$ cat config.mk
export PLATFORM = sky130hd
export DESIGN_NAME = greedy_resource_pool_admission
export DESIGN_NICKNAME = d
export VERILOG_FILES = /design/src/grpa_pkg.sv /design/src/greedy_resource_pool_admission.sv /design/src/grpa_ram.sv /design/src/grpa_ctrl.sv /design/src/grpa_dp.sv
export SDC_FILE = /design/constraint.sdc
export NUM_CORES = 2
export LEC_CHECK = 0
export ABC_AREA = 1
export BUFFER_PORTS_ARGS = -buffer_cell sky130_fd_sc_hd__buf_2
export CAP_MARGIN = 20
export CELL_PAD_IN_SITES_DETAIL_PLACEMENT = 0
export CELL_PAD_IN_SITES_GLOBAL_PLACEMENT = 1
export CORE_MARGIN = 1
export CORE_UTILIZATION = 44
export CTS_CLUSTER_DIAMETER = 120
export DETAILED_ROUTE_END_ITERATION = 6
export PLACE_DENSITY = 0.74
export RECOVER_POWER = 25
export SLEW_MARGIN = 20
export SYNTH_ARGS = -nofsm -noshare
export SYNTH_HDL_FRONTEND = slang
export SYNTH_SLANG_ARGS = --single-unit
$ cat constraint.sdc
create_clock -name aclk -period 12.3 [get_ports aclk]
set_input_delay 1.23 -clock aclk [delete_from_list [all_inputs] [get_ports aclk]]
set_output_delay 1.23 -clock aclk [all_outputs]
set_load 0.05 [all_outputs]
$ cat src/grpa_pkg.sv
`default_nettype none

package grpa_pkg;

    // configuration register indexes
    localparam logic [1:0] CFG_CAR_COUNT = 2'd0;
    localparam logic [1:0] CFG_SHORTFALL = 2'd1;

    localparam int unsigned CFG_INDEX_W = 2;
    localparam int unsigned CFG_DATA_W  = 14;
    localparam int unsigned TIME_W      = 32;
    localparam int unsigned COUNT_W     = 16;
    localparam int unsigned CAR_CNT_W   = 5;
    localparam int unsigned LIMIT_W     = 14;
    localparam int unsigned PROD_W      = COUNT_W + LIMIT_W;
    localparam int unsigned S_DATA_W    = 2 * TIME_W;
    localparam int unsigned M_DATA_W    = 24;

    // shares are in hundredths of a percent
    localparam logic [LIMIT_W-1:0] SHARE_SCALE = 14'd10000;

    typedef enum logic [2:0] {
        ST_IDLE,
        ST_SCAN,
        ST_DRAIN,
        ST_UPDATE,
        ST_VERDICT,
        ST_RESULT
    } grpa_state_t;

    typedef struct packed {
        logic load;
        logic scan;
        logic update;
        logic verdict;
        logic emit;
    } grpa_cmd_t;

    typedef struct packed {
        logic scan_last;
        logic out_free;
    } grpa_stat_t;

endpackage

`default_nettype wire

$ cat src/greedy_resource_pool_admission.sv
`default_nettype none

// Greedy admission into a pool of up to CAR_SLOTS resources. Each input beat
// is a request (start, end); the resource that frees earliest (lowest slot on
// a tie) takes it if it is free by the start time, and then stays busy until
// the end time. Every request gives one result beat: accepted flag and the
// running accepted count of the batch. The beat with tlast closes the batch:
// its result carries tlast and the verdict need_more_resources, set when
// 10000*rejected > shortfall_limit*requests; the pool and counters then clear.
// Counters saturate at min(65535, REQUEST_CAP). Each item scans n slots,
// n being car_count held to 1..CAR_SLOTS: the free times live in a
// single-port read RAM scanned one slot a cycle, followed by compare,
// update, verdict and result steps. One request is in
// work at a time; the next is taken as soon as the result sits in the output
// register. Configuration writes are always taken (cfg_ready is tied high)
// and belong between batches or while idle.

module greedy_resource_pool_admission
    import grpa_pkg::*;
#(
    parameter int unsigned CAR_SLOTS   = 16,
    parameter int unsigned REQUEST_CAP = 65535
) (
    input  wire logic                   aclk,
    input  wire logic                   aresetn,
    // request channel
    input  wire logic                   s_tvalid,
    output logic                        s_tready,
    input  wire logic [S_DATA_W-1:0]    s_tdata,   // start_time, end_time
    input  wire logic                   s_tlast,   // last_request
    // result channel
    output logic                        m_tvalid,
    input  wire logic                   m_tready,
    output logic      [M_DATA_W-1:0]    m_tdata,   // accepted, accepted_count,
                                                   // need_more_resources, pad
    output logic                        m_tlast,   // batch_done
    // configuration writes
    input  wire logic                   cfg_valid,
    output logic                        cfg_ready,
    input  wire logic [CFG_INDEX_W-1:0] cfg_index,
    input  wire logic [CFG_DATA_W-1:0]  cfg_data
);

    grpa_cmd_t          cmd;
    grpa_stat_t         stat;
    logic [CAR_CNT_W-1:0] car_count_reg;
    logic [LIMIT_W-1:0] limit_reg;
    logic               out_accepted;
    logic [COUNT_W-1:0] out_count;
    logic               out_need_more;

    // configuration registers
    assign cfg_ready = 1'b1;

    always_ff @(posedge aclk) begin
        if (!aresetn) begin
            car_count_reg <= CAR_CNT_W'(1);
            limit_reg     <= '0;
        end else if (cfg_valid) begin
            unique case (cfg_index)
                CFG_CAR_COUNT: car_count_reg <= cfg_data[CAR_CNT_W-1:0];
                CFG_SHORTFALL: limit_reg     <= cfg_data[LIMIT_W-1:0];
                default: ;
            endcase
        end
    end

    grpa_ctrl u_ctrl (
        .aclk     (aclk),
        .aresetn  (aresetn),
        .s_tvalid (s_tvalid),
        .s_tready (s_tready),
        .stat     (stat),
        .cmd      (cmd)
    );

    grpa_dp #(
        .CAR_SLOTS   (CAR_SLOTS),
        .REQUEST_CAP (REQUEST_CAP)
    ) u_dp (
        .aclk            (aclk),
        .aresetn         (aresetn),
        .cmd             (cmd),
        .stat            (stat),
        .car_count       (car_count_reg),
        .shortfall_limit (limit_reg),
        .start_time      (s_tdata[TIME_W-1:0]),
        .end_time        (s_tdata[2*TIME_W-1:TIME_W]),
        .last_request    (s_tlast),
        .m_tready        (m_tready),
        .m_tvalid        (m_tvalid),
        .out_accepted    (out_accepted),
        .out_count       (out_count),
        .out_need_more   (out_need_more),
        .out_last        (m_tlast)
    );

    // pack result fields, lowest first, zero pad to whole bytes
    assign m_tdata = {6'd0, out_need_more, out_count, out_accepted};

    // one request in work at a time
    a_one_in_flight: assert property (@(posedge aclk) disable iff (!aresetn)
        s_tvalid && s_tready |=> !s_tready)
        else $error("second request taken while one is in work");

    // verdict only on the closing beat of a batch
    a_verdict_on_last: assert property (@(posedge aclk) disable iff (!aresetn)
        m_tvalid && !m_tlast |-> !m_tdata[17])
        else $error("verdict raised outside batch end");

    // an accepted request is counted
    a_count_nonzero: assert property (@(posedge aclk) disable iff (!aresetn)
        m_tvalid && m_tdata[0] |-> m_tdata[16:1] != '0)
        else $error("accepted beat with zero count");

endmodule

`default_nettype wire

$ cat src/grpa_ram.sv
`default_nettype none

module grpa_ram #(
    parameter int unsigned WIDTH = 32,
    parameter int unsigned DEPTH = 16
) (
    input  wire logic                                aclk,
    input  wire logic                                we,
    input  wire logic [(DEPTH > 1 ? $clog2(DEPTH) : 1)-1:0] waddr,
    input  wire logic [WIDTH-1:0]                    wdata,
    input  wire logic [(DEPTH > 1 ? $clog2(DEPTH) : 1)-1:0] raddr,
    output logic      [WIDTH-1:0]                    rdata
);

    logic [WIDTH-1:0] mem [DEPTH];
    logic [WIDTH-1:0] rdata_reg;

    always_ff @(posedge aclk) begin
        if (we) begin
            mem[waddr] <= wdata;
        end
        rdata_reg <= mem[raddr];
    end

    assign rdata = rdata_reg;

endmodule

`default_nettype wire

$ cat src/grpa_ctrl.sv
`default_nettype none

module grpa_ctrl
    import grpa_pkg::*;
(
    input  wire logic       aclk,
    input  wire logic       aresetn,
    input  wire logic       s_tvalid,
    output logic            s_tready,
    input  wire grpa_stat_t stat,
    output grpa_cmd_t       cmd
);

    grpa_state_t state_reg;
    grpa_state_t state_next;

    always_ff @(posedge aclk) begin
        if (!aresetn) begin
            state_reg <= ST_IDLE;
        end else begin
            state_reg <= state_next;
        end
    end

    always_comb begin
        state_next = state_reg;
        cmd        = '0;
        s_tready   = 1'b0;
        unique case (state_reg)
            ST_IDLE: begin
                s_tready = 1'b1;
                if (s_tvalid) begin
                    cmd.load   = 1'b1;
                    state_next = ST_SCAN;
                end
            end
            ST_SCAN: begin
                cmd.scan = 1'b1;
                if (stat.scan_last) begin
                    state_next = ST_DRAIN;
                end
            end
            ST_DRAIN: begin
                // last read still being compared
                state_next = ST_UPDATE;
            end
            ST_UPDATE: begin
                cmd.update = 1'b1;
                state_next = ST_VERDICT;
            end
            ST_VERDICT: begin
                cmd.verdict = 1'b1;
                state_next  = ST_RESULT;
            end
            ST_RESULT: begin
                if (stat.out_free) begin
                    cmd.emit   = 1'b1;
                    state_next = ST_IDLE;
                end
            end
            default: begin
                state_next = ST_IDLE;
            end
        endcase
    end

endmodule

`default_nettype wire

$ cat src/grpa_dp.sv
`default_nettype none

module grpa_dp
    import grpa_pkg::*;
#(
    parameter int unsigned CAR_SLOTS   = 16,
    parameter int unsigned REQUEST_CAP = 65535
) (
    input  wire logic                 aclk,
    input  wire logic                 aresetn,
    input  wire grpa_cmd_t            cmd,
    output grpa_stat_t                stat,
    input  wire logic [CAR_CNT_W-1:0] car_count,
    input  wire logic [LIMIT_W-1:0]   shortfall_limit,
    input  wire logic [TIME_W-1:0]    start_time,
    input  wire logic [TIME_W-1:0]    end_time,
    input  wire logic                 last_request,
    input  wire logic                 m_tready,
    output logic                      m_tvalid,
    output logic                      out_accepted,
    output logic [COUNT_W-1:0]        out_count,
    output logic                      out_need_more,
    output logic                      out_last
);

    localparam int unsigned SLOT_W = (CAR_SLOTS > 1) ? $clog2(CAR_SLOTS) : 1;
    localparam logic [COUNT_W-1:0] CNT_CAP =
        (REQUEST_CAP > 65535) ? 16'hFFFF : COUNT_W'(REQUEST_CAP);

    // request held for the whole item
    logic [TIME_W-1:0]  start_reg;
    logic [TIME_W-1:0]  end_reg;
    logic               last_reg;

    // scan of the pool
    logic [SLOT_W-1:0]  rd_idx_reg;
    logic               pend_valid_reg;
    logic [SLOT_W-1:0]  pend_idx_reg;
    logic [TIME_W-1:0]  best_time_reg;
    logic [SLOT_W-1:0]  best_idx_reg;
    logic [CAR_SLOTS-1:0] valid_reg;
    logic [TIME_W-1:0]  ram_rdata;
    logic [TIME_W-1:0]  cur_time;
    logic [SLOT_W-1:0]  active_last;

    // batch counters and verdict
    logic [COUNT_W-1:0] acc_total_reg;
    logic [COUNT_W-1:0] req_total_reg;
    logic               ok_reg;
    logic [PROD_W-1:0]  prod_rej_reg;
    logic [PROD_W-1:0]  prod_lim_reg;
    logic [COUNT_W-1:0] rejected;
    logic               ok;

    // output register
    logic               m_valid_reg;
    logic               acc_out_reg;
    logic [COUNT_W-1:0] count_out_reg;
    logic               need_out_reg;
    logic               last_out_reg;

    // zero means one, above the pool size means the whole pool
    always_comb begin
        if (car_count == '0) begin
            active_last = '0;
        end else if (int'(car_count) > int'(CAR_SLOTS)) begin
            active_last = SLOT_W'(CAR_SLOTS - 1);
        end else begin
            active_last = SLOT_W'(car_count - CAR_CNT_W'(1));
        end
    end

    grpa_ram #(
        .WIDTH (TIME_W),
        .DEPTH (CAR_SLOTS)
    ) u_free_time (
        .aclk  (aclk),
        .we    (cmd.update && ok),
        .waddr (best_idx_reg),
        .wdata (end_reg),
        .raddr (rd_idx_reg),
        .rdata (ram_rdata)
    );

    // a slot not written since the batch began reads as zero
    assign cur_time = valid_reg[pend_idx_reg] ? ram_rdata : '0;
    assign ok       = best_time_reg <= start_reg;
    assign rejected = (req_total_reg >= acc_total_reg) ? req_total_reg - acc_total_reg : '0;

    always_ff @(posedge aclk) begin
        if (cmd.load) begin
            start_reg <= start_time;
            end_reg   <= end_time;
            last_reg  <= last_request;
        end
        if (pend_valid_reg) begin
            if (pend_idx_reg == '0 || cur_time < best_time_reg) begin
                best_time_reg <= cur_time;
                best_idx_reg  <= pend_idx_reg;
            end
        end
        pend_idx_reg <= rd_idx_reg;
        if (cmd.update) begin
            ok_reg <= ok;
        end
        if (cmd.verdict) begin
            prod_rej_reg <= PROD_W'(rejected) * PROD_W'(SHARE_SCALE);
            prod_lim_reg <= PROD_W'(shortfall_limit) * PROD_W'(req_total_reg);
        end
        if (cmd.emit) begin
            acc_out_reg   <= ok_reg;
            count_out_reg <= acc_total_reg;
            need_out_reg  <= last_reg && (prod_rej_reg > prod_lim_reg);
            last_out_reg  <= last_reg;
        end
    end

    always_ff @(posedge aclk) begin
        if (!aresetn) begin
            rd_idx_reg     <= '0;
            pend_valid_reg <= 1'b0;
            valid_reg      <= '0;
            acc_total_reg  <= '0;
            req_total_reg  <= '0;
            m_valid_reg    <= 1'b0;
        end else begin
            pend_valid_reg <= cmd.scan;
            if (cmd.load) begin
                rd_idx_reg <= '0;
            end else if (cmd.scan) begin
                rd_idx_reg <= rd_idx_reg + SLOT_W'(1);
            end
            if (cmd.update) begin
                if (ok) begin
                    valid_reg[best_idx_reg] <= 1'b1;
                    if (acc_total_reg < CNT_CAP) begin
                        acc_total_reg <= acc_total_reg + COUNT_W'(1);
                    end
                end
                if (req_total_reg < CNT_CAP) begin
                    req_total_reg <= req_total_reg + COUNT_W'(1);
                end
            end
            // batch end: pool and counters back to reset
            if (cmd.emit && last_reg) begin
                valid_reg     <= '0;
                acc_total_reg <= '0;
                req_total_reg <= '0;
            end
            if (cmd.emit) begin
                m_valid_reg <= 1'b1;
            end else if (m_tready) begin
                m_valid_reg <= 1'b0;
            end
        end
    end

    assign stat.scan_last = rd_idx_reg == active_last;
    assign stat.out_free  = !m_valid_reg || m_tready;

    assign m_tvalid      = m_valid_reg;
    assign out_accepted  = acc_out_reg;
    assign out_count     = count_out_reg;
    assign out_need_more = need_out_reg;
    assign out_last      = last_out_reg;

    a_acc_le_req: assert property (@(posedge aclk) disable iff (!aresetn)
        acc_total_reg <= req_total_reg)
        else $error("accepted total exceeds request total");

    a_scan_in_range: assert property (@(posedge aclk) disable iff (!aresetn)
        cmd.scan |-> rd_idx_reg <= active_last)
        else $error("scan ran past the active slots");

endmodule

`default_nettype wire

; ---- After elaboration in Yosys (flattened, before gate mapping)
; Memory sizes are Yosys's and may differ from the RTL's. A register that Yosys moved wholly into a read port is not among the register bits.
; Index checks and enable logic that the tools add are counted.
[totals]
regBits = 257
inputBits = 86
ram_bits = 512
mem_count = 1
out_inout_bits = 28
word_cells = 97
[mem_list]
columns = name, words, word_bits, rd, rd_clocked_by_memory_dff, wr, line_no
row1 = u_dp.u_free_time.mem, 16, 32, 1, 1, 1, grpa_ram.sv:15  ; logic [WIDTH-1:0] mem [DEPTH];
[classes]
n_mux = 24
n_bitwise = 2
eq_ne = 10
order_cmp = 10
reduce_logical = 21
addsub = 5
mul = 2
[ops]
columns = cell, n
row1 = $add 16x1->16 const B, 2
row2 = $le 32x32->1, 1
row3 = $lt 16x16->1 const B, 2
row4 = $lt 32x32->1, 1
row5 = $mux 32, 1
row6 = $gt 30x30->1, 1
row7 = $mul 14x16->30, 1
row8 = $mul 16x10->26 const B, 1
row9 = $pmux 3 s6, 1
row10 = $ge 16x16->1, 1
row11 = $mux 16, 1
row12 = $or 16x16->16, 1
row13 = $sub 16x16->16, 1
row14 = $mux 1, 14
row15 = $lt 4x5->1 const B, 2
row16 = $reduce_and 2->1, 5
row17 = $mux 3, 3
row18 = $mux 4, 2
row19 = $eq 3x2->1 const B, 2
row20 = $eq 3x3->1 const B, 2
row21 = $ne 2x2->1 const B, 3
row22 = $reduce_and 3->1, 2
row23 = $gt 5x5->1 const B, 1
row24 = $logic_not 5->1, 1
row25 = 17 further kinds, 22

; ---- Logic depth before layout (Yosys ltp)
[depth]
depth_word = 6
depth_mapped = 34
depth_no_buf = 33

; ---- Hierarchy
; A second synthesis with hierarchy kept.
[hier_totals]
cells_unflattened = 4728
area_unflattened_um2 = 45503.6
[by_module_without_submodules]
columns = module, area_each_um2, n_inst, cells_each
row1 = grpa_ram, 22744.3, 1, 2120
row2 = grpa_dp, 21678.3, 1, 2444
row3 = greedy_resource_pool_admission, 882.1, 1, 132
row4 = grpa_ctrl, 198.9, 1, 32

; ---- Worst setup path before layout
; Ideal clock, no wire load.
[synth_timing]
path_type = reg2reg
from = reg u_dp.req_total_reg[0]
to = reg u_dp.prod_rej_reg[26], data pin
path_slack_ps = 5869
t_required_ps = 12035
path_stages_with_launch = 32
arrival_ps = 6166
period_less_slack_ps = 6431
path_cell_list = dfxtp_1 inv_1 ha_1 fa_1 inv_1 a21oi_1 o21ai_1 nand2_1 nand2_1 a21oi_1 o21ai_0 a31oi_1 o21ai_2 inv_1 nor2_1 inv_1 fa_1 inv_1 ha_1 fa_1 ha_1 fa_1 ha_1 nand2_1 nor2_1 nand2_1 o211ai_1 a31oi_1 inv_1 a21oi_1 o21ai_0 xor2_1
[synth_via]
elab_chain_cells = 3
word_cells_on_any_way = 4
cone_classes = add/sub: 1 / mul: 1 / order compare: 1 / mux: 1
[synth_rtl]
columns = item, line_no
row1 = "start, declared", grpa_dp.sv:48  ; logic [COUNT_W-1:0] req_total_reg;
row2 = "start signal, assigned", grpa_dp.sv:141  ; req_total_reg <= req_total_reg + COUNT_W'(1);
row3 = $sub 16x16->16 / $ge 16x16->1 (equally long branches), grpa_dp.sv:88  ; assign rejected = (req_total_reg >= acc_total_reg) ? req_total_reg - acc_total_reg : '0;
row4 = $mux 16 (*), grpa_dp.sv:88
row5 = $mul 16x10->26 (*), grpa_dp.sv:107  ; prod_rej_reg <= PROD_W'(rejected) * PROD_W'(SHARE_SCALE);
row6 = "end signal, assigned", grpa_dp.sv:107
row7 = "end, declared", grpa_dp.sv:50  ; logic [PROD_W-1:0] prod_rej_reg;
; Every way passes the cells marked *; elsewhere a longest branch is shown, timed or not.
; A chain may end at the register's enable or synchronous reset.

; ---- Final worst setup path
; Same ends and word-level chain as after synthesis.

==> summary.txt <==
Run status
  • Status: complete, no violations

Clock network
  • CTS tree: built
  • H-tree levels: 3
  • TritonCTS buffer count: 84
  • Hold-fix buffers, CTS: 0
  • CTS Buffer Depth: 3
  • CTS Sinks: between 800 and 900
  • Root Buffer: clkbuf_16
  • Worst-Skew Late Latency: between 600 and 700 ps
  • Setup bufs post-CTS: 0
  • Worst-path clk slew: about 60 ps
  • Post-cts sizing count: 0

Timing
  • WHS: roughly 440 ps
  • Max_slew headroom: 26.04%
  • RSZ-0062 raised after global routing: false
  • Final Max Tran Viols: 0
  • Worst slew pin tran: 1108 ps
  • Fmax achieved: approximately 130 MHz
  • Final Hold Viols: 0
  • Final setup viols: 0
  • Fin crit share: roughly 64%
  • Fin crit period: between 7000 and 8000 ps
  • Post-Route Skew: 48.78 ps
  • Setup TNS: 0 ps

Die
  • Initial Util: between 40% and 50%
  • Die height: between 300 and 400 um
  • Die area: between 0.09 and 0.1 mm^2
  • CORE AREA: between 0.09 and 0.1 mm^2
  • Site Rows: ~110
  • Overall die width: roughly 310 um
  • Top Ports: 114

Route
  • Post-DR vias/cell: between 5 and 6
  • Mean routed wirelength per cell: between 15 and 20 um
  • DR DRC count: 0
  • Drt pass-1 iters: 5
  • 1st-iter DRT viols: 2114
  • DRT antenna net count: 0
  • Via count: about 28000
  • Routed WL: 105.7 mm

Synthesis
  • Most instantiated library cell after synthesis: edfxtp_1
  • Commonest cells post-synth: edfxtp_1 (689), inv_1 (591), nand2_1 (490)
  • #FFs+latches synth: about 800
  • Main area contributors after synthesis: edfxtp_1 (49%), fa_1 (9.4%), ha_1 (8.0%)
  • Synth warnings: 0
  • Number of flops mapped to enable cells by yosys: 689
  • Netlist Area Pre-Place: 0.04262 mm^2
  • Synth area leader: edfxtp_1
  • Yosys cell types: 54
  • Syn avg cell area: 10.86 um^2
  • Share of flip-flops with an asynchronous set or reset: 0%
  • Top cell type's share of synthesized area: 48.55%
  • Seq/Total Area, Yosys: between 50% and 60%
  • Synthesized instance count: 3926
  • Ys flop type: edfxtp_1

Finish
  • Largest register FFs: slightly above 500
  • Top reg by flops: u_dp.u_free_time.mem
  • P&R area growth vs syn: 11.03%
  • Fillers: between 8000 and 9000
  • # diodes: 0
  • Final instance area: around 0.047 mm^2
  • Layout Utilization: between 40% and 50%
  • Post-layout nets: between 4000 and 5000
  • Layout cells sized above 1: 7.660%

Pwr
  • Pleak: 20.00 nW
  • Peak VDD IR: around 0.11 mV
  • Tot Pwr: about 6.2 mW
  • Power Density: between 100 and 150 mW/mm^2

Global routing
  • Overflow after GRT: 0
  • Global-route wire length before repair: roughly 160 mm
  • Pin count of the biggest net entering global routing: about 210
  • Vias in the first global route: around 28000
  • Initial antenna violation count: 0
  • Total Routing Usage GR: 21.68%

Hold path
  • Min-delay src: u_dp.acc_total_reg[5]$_SDFFE_PP0P_
  • Hold Path End: u_dp.out_count[5]$_DFFE_PP_
  • Number of cells on the worst hold path: 0
  • HP Class: flop to flop

Setup path
  • Req. time, crit path: 12670 ps
  • Crit start category: flop
  • Crit-path slowest cell: dfxtp_1
  • Critical Path Most Common Cell: inv_1
  • CP Max Fanout: 16
  • Worst Reg-to-Reg Cells: 31
  • Top delay family on crit path: adder cells
  • Worst Setup End Kind: flop
  • CP arrival: roughly 8300 ps
  • R2R Path Start: u_dp.req_total_reg[0]$_SDFFE_PP0P_
  • R2R setup slack: 4410 ps
  • Largest stage delay, worst path: just over 700 ps
  • FF-to-FF End: u_dp.prod_rej_reg[26]$_DFFE_PN_
  • Crit path buffers/inverters: 6
  • Critical path class: flop to flop

Placement
  • DP HPWL: approximately 66 mm
  • Routability cong.: ~0.9
  • Placement Cell Area: 0.04443 mm^2
  • PortBufs: between 100 and 150

Run
  • Total of max-cap violations: 0
## how the worst max path moves through the flow
stage,startpoint,endpoint,depth (start not counted)
after floorplan,u_dp.req_total_reg[0]$_SDFFE_PP0P_,u_dp.prod_rej_reg[26]$_DFFE_PN_,31
after global placement,u_dp.req_total_reg[0]$_SDFFE_PP0P_,u_dp.prod_rej_reg[26]$_DFFE_PN_,31
after detailed placement,u_dp.req_total_reg[0]$_SDFFE_PP0P_,u_dp.prod_rej_reg[26]$_DFFE_PN_,31
after CTS,u_dp.req_total_reg[0]$_SDFFE_PP0P_,u_dp.prod_rej_reg[26]$_DFFE_PN_,31
after global routing,u_dp.req_total_reg[0]$_SDFFE_PP0P_,u_dp.prod_rej_reg[26]$_DFFE_PN_,31
final,u_dp.req_total_reg[0]$_SDFFE_PP0P_,u_dp.prod_rej_reg[26]$_DFFE_PN_,31
## report_power, final
| group | internal, mW | leakage [nW] | switching, mW | total, mW |
|---|---|---|---|---|
| clock | 1.53 | 1.40 | 1.10 | 2.63 |
| sequential | 3.03 | 7.17 | 0.0803 | 3.11 |
| combinational | 0.134 | 11.4 | 0.284 | 0.417 |
| total | 4.69 | 20.0 | 1.47 | 6.15 |
## layout by cell type (no fill, tap or decap), types with 8 or more instances in the layout
cell type,n
buf_4,41
dfxtp_1,108
fa_1,201
a31oi_1,13
nand2_1,490
xnor2_1,19
ha_1,272
xor2_1,49
clkinv_1,8
clkinv_2,13
bufinv_16,8
nor4_1,11
nand3_1,88
inv_1,580
buf_2,89
nor3_1,27
clkbuf_8,11
a21oi_1,162
o22ai_1,43
nor2_1,386
o221ai_1,92
inv_2,12
o21ai_0,330
nand4_1,27
o211ai_1,54
edfxtp_1,689
clkbuf_1,38
clkbuf_16,85
## routing by layer
metal  vias up  wire length (um)  global-route usage [%]
li1      13454                 -                       -
met5         -                 0                       0
met3       153              5407                   2.633
met2       729             51290                   36.69
met4         0              2399                   5.843
met1     13851             46610                   29.46
## cells by family after synthesis
| group | count (synthesis) | share of synthesized area, % |
|---|---|---|
| XOR/XNOR | 68 | 1.397 |
| flip-flops | 801 | 53.81 |
| other | 2 | 0.01762 |
| adder cells (fa/ha/maj) | 473 | 17.43 |
| AND/OR/NAND/NOR | 1063 | 10.17 |
| AO/OA/AOI/OAI | 733 | 10.14 |
| buffers and inverters | 786 | 7.037 |
## final cells by class
| cell class | count | area [um^2] | area share, % |
|---|---|---|---|
| Clock inverter | 41 | 558.0 | 1.179 |
| Timing Repair Buffer | 149 | 852.1 | 1.801 |
| Clock buffer | 117 | 2357 | 4.981 |
| Multi-Input combinational cell | 2344 | 16790 | 35.47 |
| Tap cell | 1265 | 1583 | 3.345 |
| Sequential cell | 801 | 22940 | 48.49 |
| Inverter | 595 | 2240 | 4.733 |
## per-stage QoR
stage | setup WS (ps) | cells
2_1_floorplan | 5869 | 3931
3_3_place_gp | 4494 | 5153
3_5_place_dp | 4306 | 5154
4_1_cts | 4296 | 5312
5_1_grt | 3653 | 5312
6_report | 4413 | 5312
Power figures use the tool's default switching activity.
